[src/design/rn2a_pkg.sv]
// Shared constants and helpers for the radix number-to-ASCII converter.
`default_nettype none

package rn2a_pkg;

  localparam int VALUE_BITS_DEF = 32;   // default arithmetic width of the word
  localparam int VALUE_W        = 32;   // width of the value field
  localparam int RADIX_W        = 5;    // width of the radix field
  localparam int CHAR_W         = 7;    // width of an ASCII character
  localparam int DIGIT_W        = 4;    // one digit of a base up to sixteen
  localparam int STEP_BITS      = 8;    // quotient bits resolved per cycle

  localparam logic [RADIX_W-1:0] RADIX_MIN = 5'd2;
  localparam logic [RADIX_W-1:0] RADIX_MAX = 5'd16;
  localparam logic [RADIX_W-1:0] RADIX_DEC = 5'd10;

  localparam logic [CHAR_W-1:0] CHAR_ZERO  = 7'h30;  // '0'
  localparam logic [CHAR_W-1:0] CHAR_ALPHA = 7'h57;  // 'a' minus ten
  localparam logic [CHAR_W-1:0] CHAR_MINUS = 7'h2d;  // '-'

  // Map a digit 0..15 to its lower-case ASCII character.
  function automatic logic [CHAR_W-1:0] digit_char(input logic [DIGIT_W-1:0] d);
    logic [CHAR_W-1:0] ext;
    ext = {{(CHAR_W-DIGIT_W){1'b0}}, d};
    if (d < 4'd10) begin
      return CHAR_ZERO + ext;
    end else begin
      return CHAR_ALPHA + ext;
    end
  endfunction

endpackage

`default_nettype wire

[src/design/rn2a_if.sv]
// Handshake channels: number in, character out.
`default_nettype none

interface rn2a_num_if;
  logic                             valid;
  logic                             ready;
  logic [rn2a_pkg::VALUE_W-1:0]     value;
  logic [rn2a_pkg::RADIX_W-1:0]     radix;

  modport source (output valid, output value, output radix, input ready);
  modport sink   (input valid, input value, input radix, output ready);
endinterface

interface rn2a_char_if;
  logic                             valid;
  logic                             ready;
  logic [rn2a_pkg::CHAR_W-1:0]      ascii_char;
  logic                             last_char;

  modport source (output valid, output ascii_char, output last_char, input ready);
  modport sink   (input valid, input ascii_char, input last_char, output ready);
endinterface

`default_nettype wire

[src/design/rn2a_div_step.sv]
// Restoring divider slice: resolves STEP_BITS quotient bits of a word by the radix.
`default_nettype none

module rn2a_div_step #(
  parameter int W = 32
) (
  input  wire logic [W-1:0]                    quo_in,
  input  wire logic [rn2a_pkg::DIGIT_W-1:0]    rem_in,
  input  wire logic [rn2a_pkg::RADIX_W-1:0]    radix,
  output logic      [W-1:0]                    quo_out,
  output logic      [rn2a_pkg::DIGIT_W-1:0]    rem_out
);

  // Remainder stays below the radix, so it fits in one digit; the shifted
  // partial remainder fits in the radix width.
  always_comb begin
    logic [W-1:0]                  q;
    logic [rn2a_pkg::DIGIT_W-1:0]  r;
    logic [rn2a_pkg::RADIX_W-1:0]  t;
    q = quo_in;
    r = rem_in;
    for (int k = 0; k < rn2a_pkg::STEP_BITS; k++) begin
      t = {r, q[W-1]};
      q = {q[W-2:0], 1'b0};
      if (t >= radix) begin
        t    = t - radix;
        q[0] = 1'b1;
      end
      r = t[rn2a_pkg::DIGIT_W-1:0];
    end
    quo_out = q;
    rem_out = r;
  end

endmodule

`default_nettype wire

[src/design/radix_number_to_ascii_top.sv]
// Top level of the radix number-to-ASCII converter.
// Converts one word per input beat into its ASCII digits in the given base
// (2..16, anything else means 16), most significant first, lower case, no
// leading zeros; base ten reads the word as signed and leads a negative one with '-'.
// One character leaves per output beat, the final one with last_char set.
// A shared restoring divider resolves eight quotient bits per cycle and
// divides the word by the base once per digit until the quotient is zero;
// the characters (sign included) then leave one per cycle while the sink
// takes them. The input is not ready until the last character is in the
// output register.
`default_nettype none

module radix_number_to_ascii_top #(
  parameter int VALUE_BITS = rn2a_pkg::VALUE_BITS_DEF
) (
  input  wire logic        clk,
  input  wire logic        rst,
  rn2a_num_if.sink         num_in,
  rn2a_char_if.source      chr_out
);

  localparam int DIV_CYCLES = (VALUE_BITS + rn2a_pkg::STEP_BITS - 1) / rn2a_pkg::STEP_BITS;
  localparam int W          = DIV_CYCLES * rn2a_pkg::STEP_BITS;
  localparam int CW         = $clog2(DIV_CYCLES + 1);
  localparam int NDW        = $clog2(VALUE_BITS + 1);
  localparam int DW         = rn2a_pkg::DIGIT_W;

  localparam logic [W-1:0] VMASK = W'({VALUE_BITS{1'b1}});

  localparam logic [1:0] S_IDLE = 2'd0;
  localparam logic [1:0] S_DIV  = 2'd1;
  localparam logic [1:0] S_EMIT = 2'd2;

  logic [1:0]                    state;
  logic [W-1:0]                  quo;
  logic [DW-1:0]                 rem;
  logic [rn2a_pkg::RADIX_W-1:0]  base;
  logic [CW-1:0]                 cnt;
  logic [NDW-1:0]                ndig;
  logic                          neg_pend;
  logic [DW-1:0]                 stack [VALUE_BITS];

  logic                          ovalid;
  logic [rn2a_pkg::CHAR_W-1:0]   ochar;
  logic                          olast;

  logic [W-1:0]                  quo_o;
  logic [DW-1:0]                 rem_o;
  logic [W-1:0]                  v_in;
  logic [rn2a_pkg::RADIX_W-1:0]  base_in;
  logic                          neg_in;
  logic                          in_fire;
  logic                          out_free;
  logic                          div_done;

  rn2a_div_step #(.W(W)) u_div (
    .quo_in  (quo),
    .rem_in  (rem),
    .radix   (base),
    .quo_out (quo_o),
    .rem_out (rem_o)
  );

  assign num_in.ready      = (state == S_IDLE);
  assign in_fire           = num_in.valid && num_in.ready;
  assign out_free          = !ovalid || chr_out.ready;
  assign div_done          = (cnt == CW'(DIV_CYCLES - 1));

  assign chr_out.valid      = ovalid;
  assign chr_out.ascii_char = ochar;
  assign chr_out.last_char  = olast;

  always_comb begin
    v_in = W'(num_in.value) & VMASK;
    if (num_in.radix < rn2a_pkg::RADIX_MIN || num_in.radix > rn2a_pkg::RADIX_MAX) begin
      base_in = rn2a_pkg::RADIX_MAX;
    end else begin
      base_in = num_in.radix;
    end
    neg_in = (base_in == rn2a_pkg::RADIX_DEC) && v_in[VALUE_BITS-1];
  end

  // Sequencer and output register.
  always_ff @(posedge clk) begin
    if (rst) begin
      state    <= S_IDLE;
      cnt      <= '0;
      ndig     <= '0;
      neg_pend <= 1'b0;
      ovalid   <= 1'b0;
    end else begin
      if (state == S_EMIT && out_free) begin
        ovalid <= 1'b1;
      end else if (chr_out.ready) begin
        ovalid <= 1'b0;
      end
      case (state)
        S_IDLE: begin
          if (in_fire) begin
            state    <= S_DIV;
            cnt      <= '0;
            ndig     <= '0;
            neg_pend <= neg_in;
          end
        end
        S_DIV: begin
          if (div_done) begin
            cnt  <= '0;
            ndig <= ndig + NDW'(1);
            if (quo_o == '0) begin
              state <= S_EMIT;
            end
          end else begin
            cnt <= cnt + CW'(1);
          end
        end
        S_EMIT: begin
          if (out_free) begin
            if (neg_pend) begin
              neg_pend <= 1'b0;
            end else begin
              ndig <= ndig - NDW'(1);
              if (ndig == NDW'(1)) begin
                state <= S_IDLE;
              end
            end
          end
        end
        default: begin
          state <= S_IDLE;
        end
      endcase
    end
  end

  // Datapath: working word, remainder, digit stack and output payload.
  always_ff @(posedge clk) begin
    case (state)
      S_IDLE: begin
        if (in_fire) begin
          base <= base_in;
          rem  <= '0;
          quo  <= neg_in ? ((~v_in + W'(1)) & VMASK) : v_in;
        end
      end
      S_DIV: begin
        quo <= quo_o;
        if (div_done) begin
          rem <= '0;
          // push the new digit; digits come out least significant first
          for (int i = VALUE_BITS - 1; i > 0; i--) begin
            stack[i] <= stack[i-1];
          end
          stack[0] <= rem_o;
        end else begin
          rem <= rem_o;
        end
      end
      S_EMIT: begin
        if (out_free) begin
          if (neg_pend) begin
            ochar <= rn2a_pkg::CHAR_MINUS;
            olast <= 1'b0;
          end else begin
            ochar <= rn2a_pkg::digit_char(stack[0]);
            olast <= (ndig == NDW'(1));
            // pop the most significant remaining digit
            for (int i = 0; i < VALUE_BITS - 1; i++) begin
              stack[i] <= stack[i+1];
            end
          end
        end
      end
      default: begin
      end
    endcase
  end

  a_idle_empty: assert property (@(posedge clk) disable iff (rst)
    (state == S_IDLE) |-> (ndig == '0))
    else $error("digit stack not empty while idle");

  a_emit_has_digit: assert property (@(posedge clk) disable iff (rst)
    (state == S_EMIT) |-> (ndig != '0))
    else $error("emitting with no digit left");

  a_rem_below_base: assert property (@(posedge clk) disable iff (rst)
    (state == S_DIV) |-> ({1'b0, rem} < base))
    else $error("divider remainder out of range");

  a_sign_decimal: assert property (@(posedge clk) disable iff (rst)
    (neg_pend && state != S_IDLE) |-> (base == rn2a_pkg::RADIX_DEC))
    else $error("sign pending outside base ten");

  a_last_ends_item: assert property (@(posedge clk) disable iff (rst)
    (state == S_EMIT && out_free && !neg_pend && ndig == NDW'(1)) |=>
      (state == S_IDLE && chr_out.valid && chr_out.last_char))
    else $error("final character not flagged");

endmodule

`default_nettype wire

[src/flat_wrapper.sv]
// flat-port wrapper written by rule: the top's interface ports become plain ports
module radix_number_to_ascii_top_flat 
#(
  parameter int VALUE_BITS = rn2a_pkg::VALUE_BITS_DEF
)
  (clk, rst, num_in_valid, num_in_value, num_in_radix, num_in_ready, chr_out_valid, chr_out_ascii_char, chr_out_last_char, chr_out_ready);
  rn2a_num_if num_in_i ();
  rn2a_char_if chr_out_i ();
  input  wire logic clk;
  input  wire logic rst;
  input wire logic [$bits(num_in_i.valid)-1:0] num_in_valid;
  input wire logic [$bits(num_in_i.value)-1:0] num_in_value;
  input wire logic [$bits(num_in_i.radix)-1:0] num_in_radix;
  output wire logic [$bits(num_in_i.ready)-1:0] num_in_ready;
  output wire logic [$bits(chr_out_i.valid)-1:0] chr_out_valid;
  output wire logic [$bits(chr_out_i.ascii_char)-1:0] chr_out_ascii_char;
  output wire logic [$bits(chr_out_i.last_char)-1:0] chr_out_last_char;
  input wire logic [$bits(chr_out_i.ready)-1:0] chr_out_ready;
  assign num_in_i.valid = num_in_valid;
  assign num_in_i.value = num_in_value;
  assign num_in_i.radix = num_in_radix;
  assign num_in_ready = num_in_i.ready;
  assign chr_out_valid = chr_out_i.valid;
  assign chr_out_ascii_char = chr_out_i.ascii_char;
  assign chr_out_last_char = chr_out_i.last_char;
  assign chr_out_i.ready = chr_out_ready;
  radix_number_to_ascii_top #(.VALUE_BITS(VALUE_BITS)) u_core (.clk(clk), .rst(rst), .num_in(num_in_i), .chr_out(chr_out_i));
endmodule
[config.mk]
export PLATFORM = sky130hd
export DESIGN_NAME = radix_number_to_ascii_top_flat
export DESIGN_NICKNAME = d
export VERILOG_FILES = /design/src/design/rn2a_pkg.sv /design/src/design/rn2a_if.sv /design/src/design/rn2a_div_step.sv /design/src/design/radix_number_to_ascii_top.sv /design/src/flat_wrapper.sv
export SDC_FILE = /design/constraint.sdc
export NUM_CORES = 1
export LEC_CHECK = 0
export BUFFER_PORTS_ARGS = -buffer_cell sky130_fd_sc_hd__buf_2
export CAP_MARGIN = 20
export CELL_PAD_IN_SITES_DETAIL_PLACEMENT = 1
export CELL_PAD_IN_SITES_GLOBAL_PLACEMENT = 2
export CORE_ASPECT_RATIO = 2
export CORE_MARGIN = 2
export CORE_UTILIZATION = 39
export DETAILED_ROUTE_END_ITERATION = 8
export GPL_TIMING_DRIVEN = 0
export PLACE_DENSITY = 0.89
export RECOVER_POWER = 50
export SLEW_MARGIN = 25
export SYNTH_ARGS = -nofsm -noshare
export SYNTH_HDL_FRONTEND = slang
export SYNTH_SLANG_ARGS = --single-unit
[constraint.sdc]
create_clock -name clk -period 14.1 [get_ports clk]
set_clock_uncertainty 0.05 [all_clocks]
set_input_delay 2.115 -clock clk [delete_from_list [all_inputs] [get_ports clk]]
set_output_delay 2.115 -clock clk [all_outputs]
set_load 0.005 [all_outputs]
After elaboration in Yosys (flattened, before gate mapping)
Memories as Yosys holds them, arrays and structs flattened.
Cells that the tools add are included.
- bits in registers: 62
- bits in writable memories: 128
- output and inout bits: 10
- logic and storage cells: 179
- memories kept: 1
- memory list (name ; depth ; width ; read ports ; clocked after memory_dff ; write ports ; line ; text):
    u_core.stack ; 32 ; 4 ; 32 ; 0 ; 32 ; radix_number_to_ascii_top.sv:41 ; logic [DW-1:0] stack [VALUE_BITS];
- add/sub/neg operators: 14
- magnitude comparators: 11
- equal/unequal tests: 11
- multiplexer cells: 82
- bitwise operators: 32
- reductions and logical operators: 18
- operator list (operator ; count):
    $mux 4 ; 41
    $mux 32 ; 2
    $pmux 32 s2 ; 1
    $ge 5x5->1 ; 8
    $add 32x1->32 const B ; 1
    $logic_not 32->1 ; 1
    $not 32->32 ; 1
    $sub 4x4->4 ; 8
    $or 1x1->1 ; 31
    $mux 6 ; 4
    $mux 1 ; 19
    $pmux 6 s3 ; 1
    $mux 2 ; 6
    $pmux 4 s2 ; 1
    $add 6x4->7 const A ; 1
    $add 7x4->7 const A ; 1
    $mux 7 ; 1
    $add 6x1->6 const B ; 1
    $eq 6x1->1 const B ; 1
    $mux 3 ; 2
    $ne 2x1->1 const B ; 3
    $ne 2x2->1 const B ; 3
    $pmux 2 s3 ; 1
    $pmux 3 s2 ; 1
    other kinds (21) ; 28

Logic depth before layout (Yosys ltp)
Gate-level depths: netlist (run 1).
- depth after elaboration: 20
- mapped depth: 55
- mapped depth without buffers: 52

Cells and area by module
Synthesis (run 1) repeated with hierarchy kept, for this count alone.
- cell total of the unflattened synthesis: 1025
- area total of the unflattened synthesis: 11033.1 sq um
- by module, submodules not included (module ; instances ; cells each ; area an instance (sq um)):
    radix_number_to_ascii_top ; 1 ; 788 ; 9101.2
    rn2a_div_step ; 1 ; 237 ; 1931.9

Least setup slack after synthesis (run 1)
No wires, ideal clock.
- kind: register -> register
- from: register u_core.base[1] (netlist name)
- to: register u_core.state[1]
- library setup time: 73 ps
- data arrival time: 10346 ps
- data required time: 13977 ps
- slack: 3631 ps
- cell stages (with the launch flop): 50
- cells stage by stage: edfxtp_1 -> inv_1 -> ha_1 -> a31oi_1 -> o21ai_2 -> mux2_2 -> ha_1 -> o211ai_1 -> o21ai_2 -> nand2_1 -> o21ai_0 -> inv_1 -> ha_1 -> a21o_1 -> a31oi_1 -> o21ai_2 -> o21ai_0 -> inv_1 -> [... 14 more ...] -> a21o_1 -> a31oi_1 -> o21ai_0 -> clkbuf_8 -> nor2_1 -> a211o_1 -> ha_1 -> nand2_1 -> o21ai_1 -> inv_1 -> a21o_1 -> ha_1 -> a21o_1 -> a31oi_1 -> o21ai_0 -> nor4_1 -> a31oi_1 -> nor3_2
- longest elaborated chain between the ends: 19
- elaborated cells between the ends (all ways): 33
- ends and longest elaborated chain (element ; line ; text):
    start, declared ; radix_number_to_ascii_top.sv:37 ; logic [rn2a_pkg::RADIX_W-1:0] base;
    start signal, assigned ; radix_number_to_ascii_top.sv:141 ; base <= base_in;
    $sub 4x4->4 / $ge 5x5->1 (equally long branches) ; rn2a_div_step.sv:26, rn2a_div_step.sv:25 ;
    $mux 4 ; rn2a_div_step.sv:25 ; if (t >= radix) begin
    $sub 4x4->4 / $ge 5x5->1 (equally long branches) ; rn2a_div_step.sv:26, rn2a_div_step.sv:25 ;
    $mux 4 ; rn2a_div_step.sv:25 ;
    $sub 4x4->4 / $ge 5x5->1 (equally long branches) ; rn2a_div_step.sv:26, rn2a_div_step.sv:25 ;
    $mux 4 ; rn2a_div_step.sv:25 ;
    $ge 5x5->1 / $sub 4x4->4 (equally long branches) ; rn2a_div_step.sv:25, rn2a_div_step.sv:26 ;
    $mux 4 ; rn2a_div_step.sv:25 ;
    [... 3 more ...] ; - ;
    $mux 4 ; rn2a_div_step.sv:25 ;
    $sub 4x4->4 / $ge 5x5->1 (equally long branches) ; rn2a_div_step.sv:26, rn2a_div_step.sv:25 ;
    $mux 4 ; rn2a_div_step.sv:25 ;
    $ge 5x5->1 ; rn2a_div_step.sv:25 ;
    $mux 1 ; rn2a_div_step.sv:25 ;
    $logic_not 32->1 (*) ; radix_number_to_ascii_top.sv:110 ; if (quo_o == '0) begin
    $ne 2x1->1 (no source line) (*) ; - ;
    $reduce_and 6->1 (no source line) (*) ; - ;
    end signal, assigned ; radix_number_to_ascii_top.sv:111 ; state <= S_EMIT;
    end signal, assigned ; radix_number_to_ascii_top.sv:124 ; state <= S_IDLE;
    end signal, assigned ; radix_number_to_ascii_top.sv:130 ; state <= S_IDLE;
    end, declared ; radix_number_to_ascii_top.sv:34 ; logic [1:0] state;
Every way passes the cells marked *; elsewhere a longest branch is shown, timed or not.
A chain may end at the register's enable or synchronous reset.

==> impl_metrics.tcl, run 1 <==
set metrics [dict create \
    remaining_drc_errors 0 \
    dpl.cell_count 1540 \
    finalCritPeriodShare_pct 93.5 \
    drive_gt1_share_pct 8.82 \
    syn_inst 1131 \
    fin_cells 1576 \
    coreArea_mm2 0.0274 \
    finalHoldViolCount 0 \
    setup_viol 0 \
    rsz0062_at_grt "no" \
    gp_congestion 0.836 \
    syn_nets 1229 \
    wl_per_cell_um 18.6 \
    portBuffers 50 \
    drv_cap 1 \
    initial_core_util_pct 39.5 \
    routed-via-count 8426 \
    cpMostUsedCell "ha_1" \
    outcome "complete, but fails checks" \
    cts_tree "done" \
    async_flop_share_pct 0 \
    ys_warn_count 0 \
    ys_seq_area_share_pct 51.5 \
    diodes 0 \
    grt_overflow 0 \
    worstSetupEndpointType "register" \
    ys_ff_latch 190 \
    period_minus_slack_ps 13180 \
    cts_buffer_depth 2 \
    cp.required_ps 14240 \
    synth_top_area_share_pct 49.1 \
    root_buffer "clkbuf_16" \
    drt_iter0_drc 320 \
    tightest_slew_ps 2620 \
    dpl.hpwl_mm 23.0 \
    grt_antenna_before_repair 0 \
    synth_top_area_cell "edfxtp_1" \
    yosys-top-cells-area "edfxtp_1, nand2_1, ha_1" \
    routed_wl_mm 29.4 \
    pin_count 51 \
    path_clk_slew_ps 70 \
    synth.most_common_cell "nand2_1" \
    synth_edf_count 177 \
    first_pass_iters 4 \
    avgSynthCellArea_um2 9.57 \
    final-max-slew-violation-count 38 \
    arrival_ps 13320 \
    synth_area_mm2 0.0108 \
    cts_max_level 4 \
    area_growth_pct 13.4 \
    fin_ws_ps 923 \
    max-slew-margin-rel_pct -74.7 \
    fmax_ghz 0.0759 \
    whs_ps 409 \
    violations "capacitance limit, slew limit" \
    cts_buffers 17 \
    die_y_um 240 \
    holdBufCountCts 0 \
    hold_class "reg2reg" \
    grt_pass1_vias 9395 \
    grt_max_degree 38 \
    pre_cts_ws_ps 283 \
    clk_latency_ps 470 \
    viasPerCell 5.35 \
    slowest_delay_ps 720 \
    rows 86 \
    clock_sinks 190 \
    final_nets 1311 \
    ys.flop_type "edfxtp_1" \
    crit_fanout 10 \
    die_w_um 122 \
    synth_cell_types 65 \
    grt_usage_pct 21.3 \
    synth_common_cells "nand2_1, edfxtp_1, nand3_1" \
    die-area_mm2 0.0292 \
    ant_nets 0 \
    grt_pass1_wl_mm 47.5 \
    start_kind "register" \
    crit_slowest_cell "a2111oi_1" \
    path_class "reg2reg" \
]
==> per-layer routing <==
| metal | wire length [um] | vias up | track usage [%] |
|---|---|---|---|
| met5 | 0 | - | 0 |
| met4 | 1540 | 0 | 12.3 |
| li1 | - | 4097 | - |
| met2 | 17600 | 139 | 43.2 |
| met3 | 600 | 73 | 3.21 |
| met1 | 9650 | 4117 | 18.8 |
==> critical path: cells and delay by family, from the launching register on <==
| family | cells | cell delay, ps |
|---|---|---|
| AND/OR/NAND/NOR | 7 | 700 |
| AO/OA/AOI/OAI | 24 | 6400 |
| buffers and inverters | 6 | 1600 |
| flip-flops | 1 | 540 |
| adder cells (fa/ha/maj) | 8 | 2490 |
| multiplexers | 3 | 1130 |
==> kinds of logic (layout without fill, tap and decap cells) <==
kind of cell | after synthesis | count (layout) | synth area share, %
AO/OA/AOI/OAI | 165 | 165 | 9.27
XOR/XNOR | 53 | 53 | 4.29
adder cells (fa/ha/maj) | 57 | 57 | 7.14
buffers and inverters | 100 | 193 | 3.83
flip-flops | 190 | 190 | 51.5
multiplexers | 21 | 21 | 2.03
other | 1 | 1 | 0.0346
AND/OR/NAND/NOR | 544 | 544 | 21.9
==> what timing repair did <==
action | CTS | global route
setup buffers | 0 | 6
resized for setup | 0 | 3
setup endpoints to repair | 0 | 10
==> through the flow <==
step / cell area, um^2 / utilization (%) / setup TNS, ps
floorplan: 10800 / - / 0
global placement: 11500 / 42.0 / -69180
detailed placement: 11700 / 42.6 / 0
CTS: 12300 / 44.7 / 0
global route: 12300 / 44.8 / 0
finish: 12300 / 44.8 / 0
==> sequential cells by signal, summed over array words and instances, names as in the netlist <==
| register | count |
|---|---|
| u_core.base | 5 |
| u_core.chr_out.ascii_char | 7 |
| u_core.chr_out.last_char | 1 |
| u_core.chr_out.valid | 1 |
| u_core.cnt | 3 |
| u_core.ndig | 6 |
| u_core.neg_pend | 1 |
| u_core.quo | 32 |
| u_core.rem | 4 |
| u_core.stack | 128 |
| u_core.state | 2 |
==> worst paths after layout <==
| path | startpoint | endpoint | slack [ps] | depth (start not counted) |
|---|---|---|---|---|
| min | u_core.stack[0][123] | u_core.stack[0][127] | 410 | 0 |
| min reg2reg | u_core.stack[0][123] | u_core.stack[0][127] | 410 | 0 |
| max reg2reg | u_core.base[1] | u_core.stack[0][0] | 920 | 48 |
| max | u_core.base[1] | u_core.stack[0][0] | 920 | 48 |
==> area by class of cell <==
class / count / area [um^2]
Clock buffer: 19 / 433
Timing Repair Buffer: 63 / 433
Multi-Input combinational cell: 841 / 4860
Fill cell: 3217 / 15200
Buffer: 53 / 228
Tap cell: 352 / 440
Sequential cell: 190 / 5580
Inverter: 47 / 176
Clock inverter: 11 / 138
==> layout by cell type (no fill, tap or decap), types with 4 or more instances in the layout <==
master	instances
a31oi_1	12
o31ai_1	10
buf_4	6
nand3_1	69
a211oi_1	4
xnor2_1	36
inv_1	46
buf_2	36
mux2i_1	13
o21ai_2	4
nor2b_1	10
o21ai_0	47
nand2b_1	10
edfxtp_1	177
a21oi_1	48
buf_16	4
nor2_1	43
nor4_1	7
buf_1	6
nor3_1	20
nor3b_1	4
nand2_1	350
xor2_1	17
clkbuf_1	59
a21o_1	16
nand4_1	4
dfxtp_1	13
clkbuf_16	17
fa_1	8
ha_1	49
mux2_2	8
Power of run 1 is not shown: default switching activity piles up to over one toggle a cycle in this logic, so the estimate is an artifact.
==> inputs of run 2 (changes only) <==
--- a/config.mk
+++ b/config.mk
@@ -14,7 +14,7 @@
 export CORE_UTILIZATION = 39
 export DETAILED_ROUTE_END_ITERATION = 8
 export GPL_TIMING_DRIVEN = 0
-export PLACE_DENSITY = 0.89
+export PLACE_DENSITY_LB_ADDON = 0.1
 export RECOVER_POWER = 50
 export SLEW_MARGIN = 25
 export SYNTH_ARGS = -nofsm -noshare
==> impl_metrics.tcl, run 2 (same netlist as run 1, synthesis figures left out) <==
set metrics [dict create \
    grt_pass1_vias 8978 \
    cpMostUsedCell "ha_1" \
    root_buffer "clkbuf_16" \
    use_met3_pct 2.81 \
    start_kind "register" \
    die_w_um 122 \
    routed_wl_mm 29.6 \
    drt_iter0_drc 350 \
    cp_num_buf_inv 7 \
    final_cell_mix "nand2_1, edfxtp_1, nand3_1, clkbuf_1, ha_1" \
    grt_antenna_before_repair 0 \
    fmax_ghz 0.0778 \
    clk_latency_ps 460 \
    crit_slowest_cell "a2111oi_1" \
    cts_tree "done" \
    rsz0062_at_grt "no" \
    drive_gt1_share_pct 8.44 \
    crit_fanout 10 \
    dpl.hpwl_mm 23.2 \
    slowest_delay_ps 600 \
    finalCritPeriodShare_pct 91.2 \
    cts_buffers 17 \
    finalHoldViolCount 0 \
    initial_core_util_pct 39.5 \
    cts_buffer_depth 2 \
    dpl.cell_count 1539 \
    setup_tns_ps 0 \
    path_class "reg2reg" \
    die_y_um 240 \
    final_nets 1306 \
    use_met1_pct 19.7 \
    viasPerCell 5.31 \
    pin_count 51 \
    coreArea_mm2 0.0274 \
    diodes 0 \
    max-slew-margin-rel_pct -84.1 \
    area_growth_pct 13.1 \
    grt_usage_pct 21.4 \
    portBuffers 50 \
    routed-via-count 8353 \
    mostFrequentLayoutCell "nand2_1" \
    wl_per_cell_um 18.8 \
    ant_nets 0 \
    worstSetupEndpointType "register" \
    violations "capacitance limit, slew limit" \
    path_clk_slew_ps 80 \
    cts_max_level 4 \
    holdBufCountCts 0 \
    first_pass_iters 4 \
    outcome "complete, but fails checks" \
    final-max-slew-violation-count 38 \
    cp.required_ps 14280 \
    tightest_slew_ps 2760 \
    whs_ps 408 \
    die-area_mm2 0.0292 \
    setup_viol 0 \
    largest_reg_flops 128 \
    fin_cells 1573 \
    grt_max_degree 38 \
    gp_congestion 0.757 \
    hold_class "reg2reg" \
    regMostFlops "u_core.stack" \
    grt_pass1_wl_mm 47.3 \
    clock_sinks 190 \
    use_met2_pct 44.4 \
    cp_top_family "compound AO/OA/AOI/OAI gates" \
    drv_cap 1 \
    grt_overflow 0 \
    final_core_util_pct 44.6 \
    remaining_drc_errors 0 \
    period_minus_slack_ps 12850 \
    arrival_ps 13040 \
    top_usage_layer "met2" \
    rows 86 \
]
run 2: final timing paths:
check                              end                  from  slack [ps]  cells after the start
hold reg to reg   u_core.stack[0][125]  u_core.stack[0][121]         410                      0
setup reg to reg         u_core.rem[2]        u_core.base[1]        1250                     49
hold / removal    u_core.stack[0][125]  u_core.stack[0][121]         410                      0
setup / recovery         u_core.rem[2]        u_core.base[1]        1250                     49
run 2: routing by layer:
layer	vias up	wire length, um
li1	4082	-
met1	4144	9940
met2	82	18100
met3	45	505
met4	0	1000
met5	-	0
run 2: metrics by stage:
| step | setup slack [ps] | cell area [um^2] |
|---|---|---|
| global placement | -1070 | 11500 |
| floorplan | 3630 | 10800 |
| finish | 1250 | 12200 |
| CTS | 359 | 12300 |
| detailed placement | 508 | 11700 |
| global route | 87.9 | 12200 |
run 2: area by class of cell:
type,count,area [um^2]
Buffer,53,224
Clock buffer,18,429
Clock inverter,14,133
Fill cell,3234,15200
Inverter,47,176
Multi-Input combinational cell,841,4850
Sequential cell,190,5580
Tap cell,352,440
Timing Repair Buffer,58,412
run 2: what timing repair did:
| action | CTS | global route |
|---|---|---|
| setup endpoints to repair | 0 | 11 |
| endpoints found under the hold margin | 0 | 0 |
| setup buffers | 0 | 2 |
| gates resized for setup | 0 | 2 |
Power of run 2 is left out for the same reason.
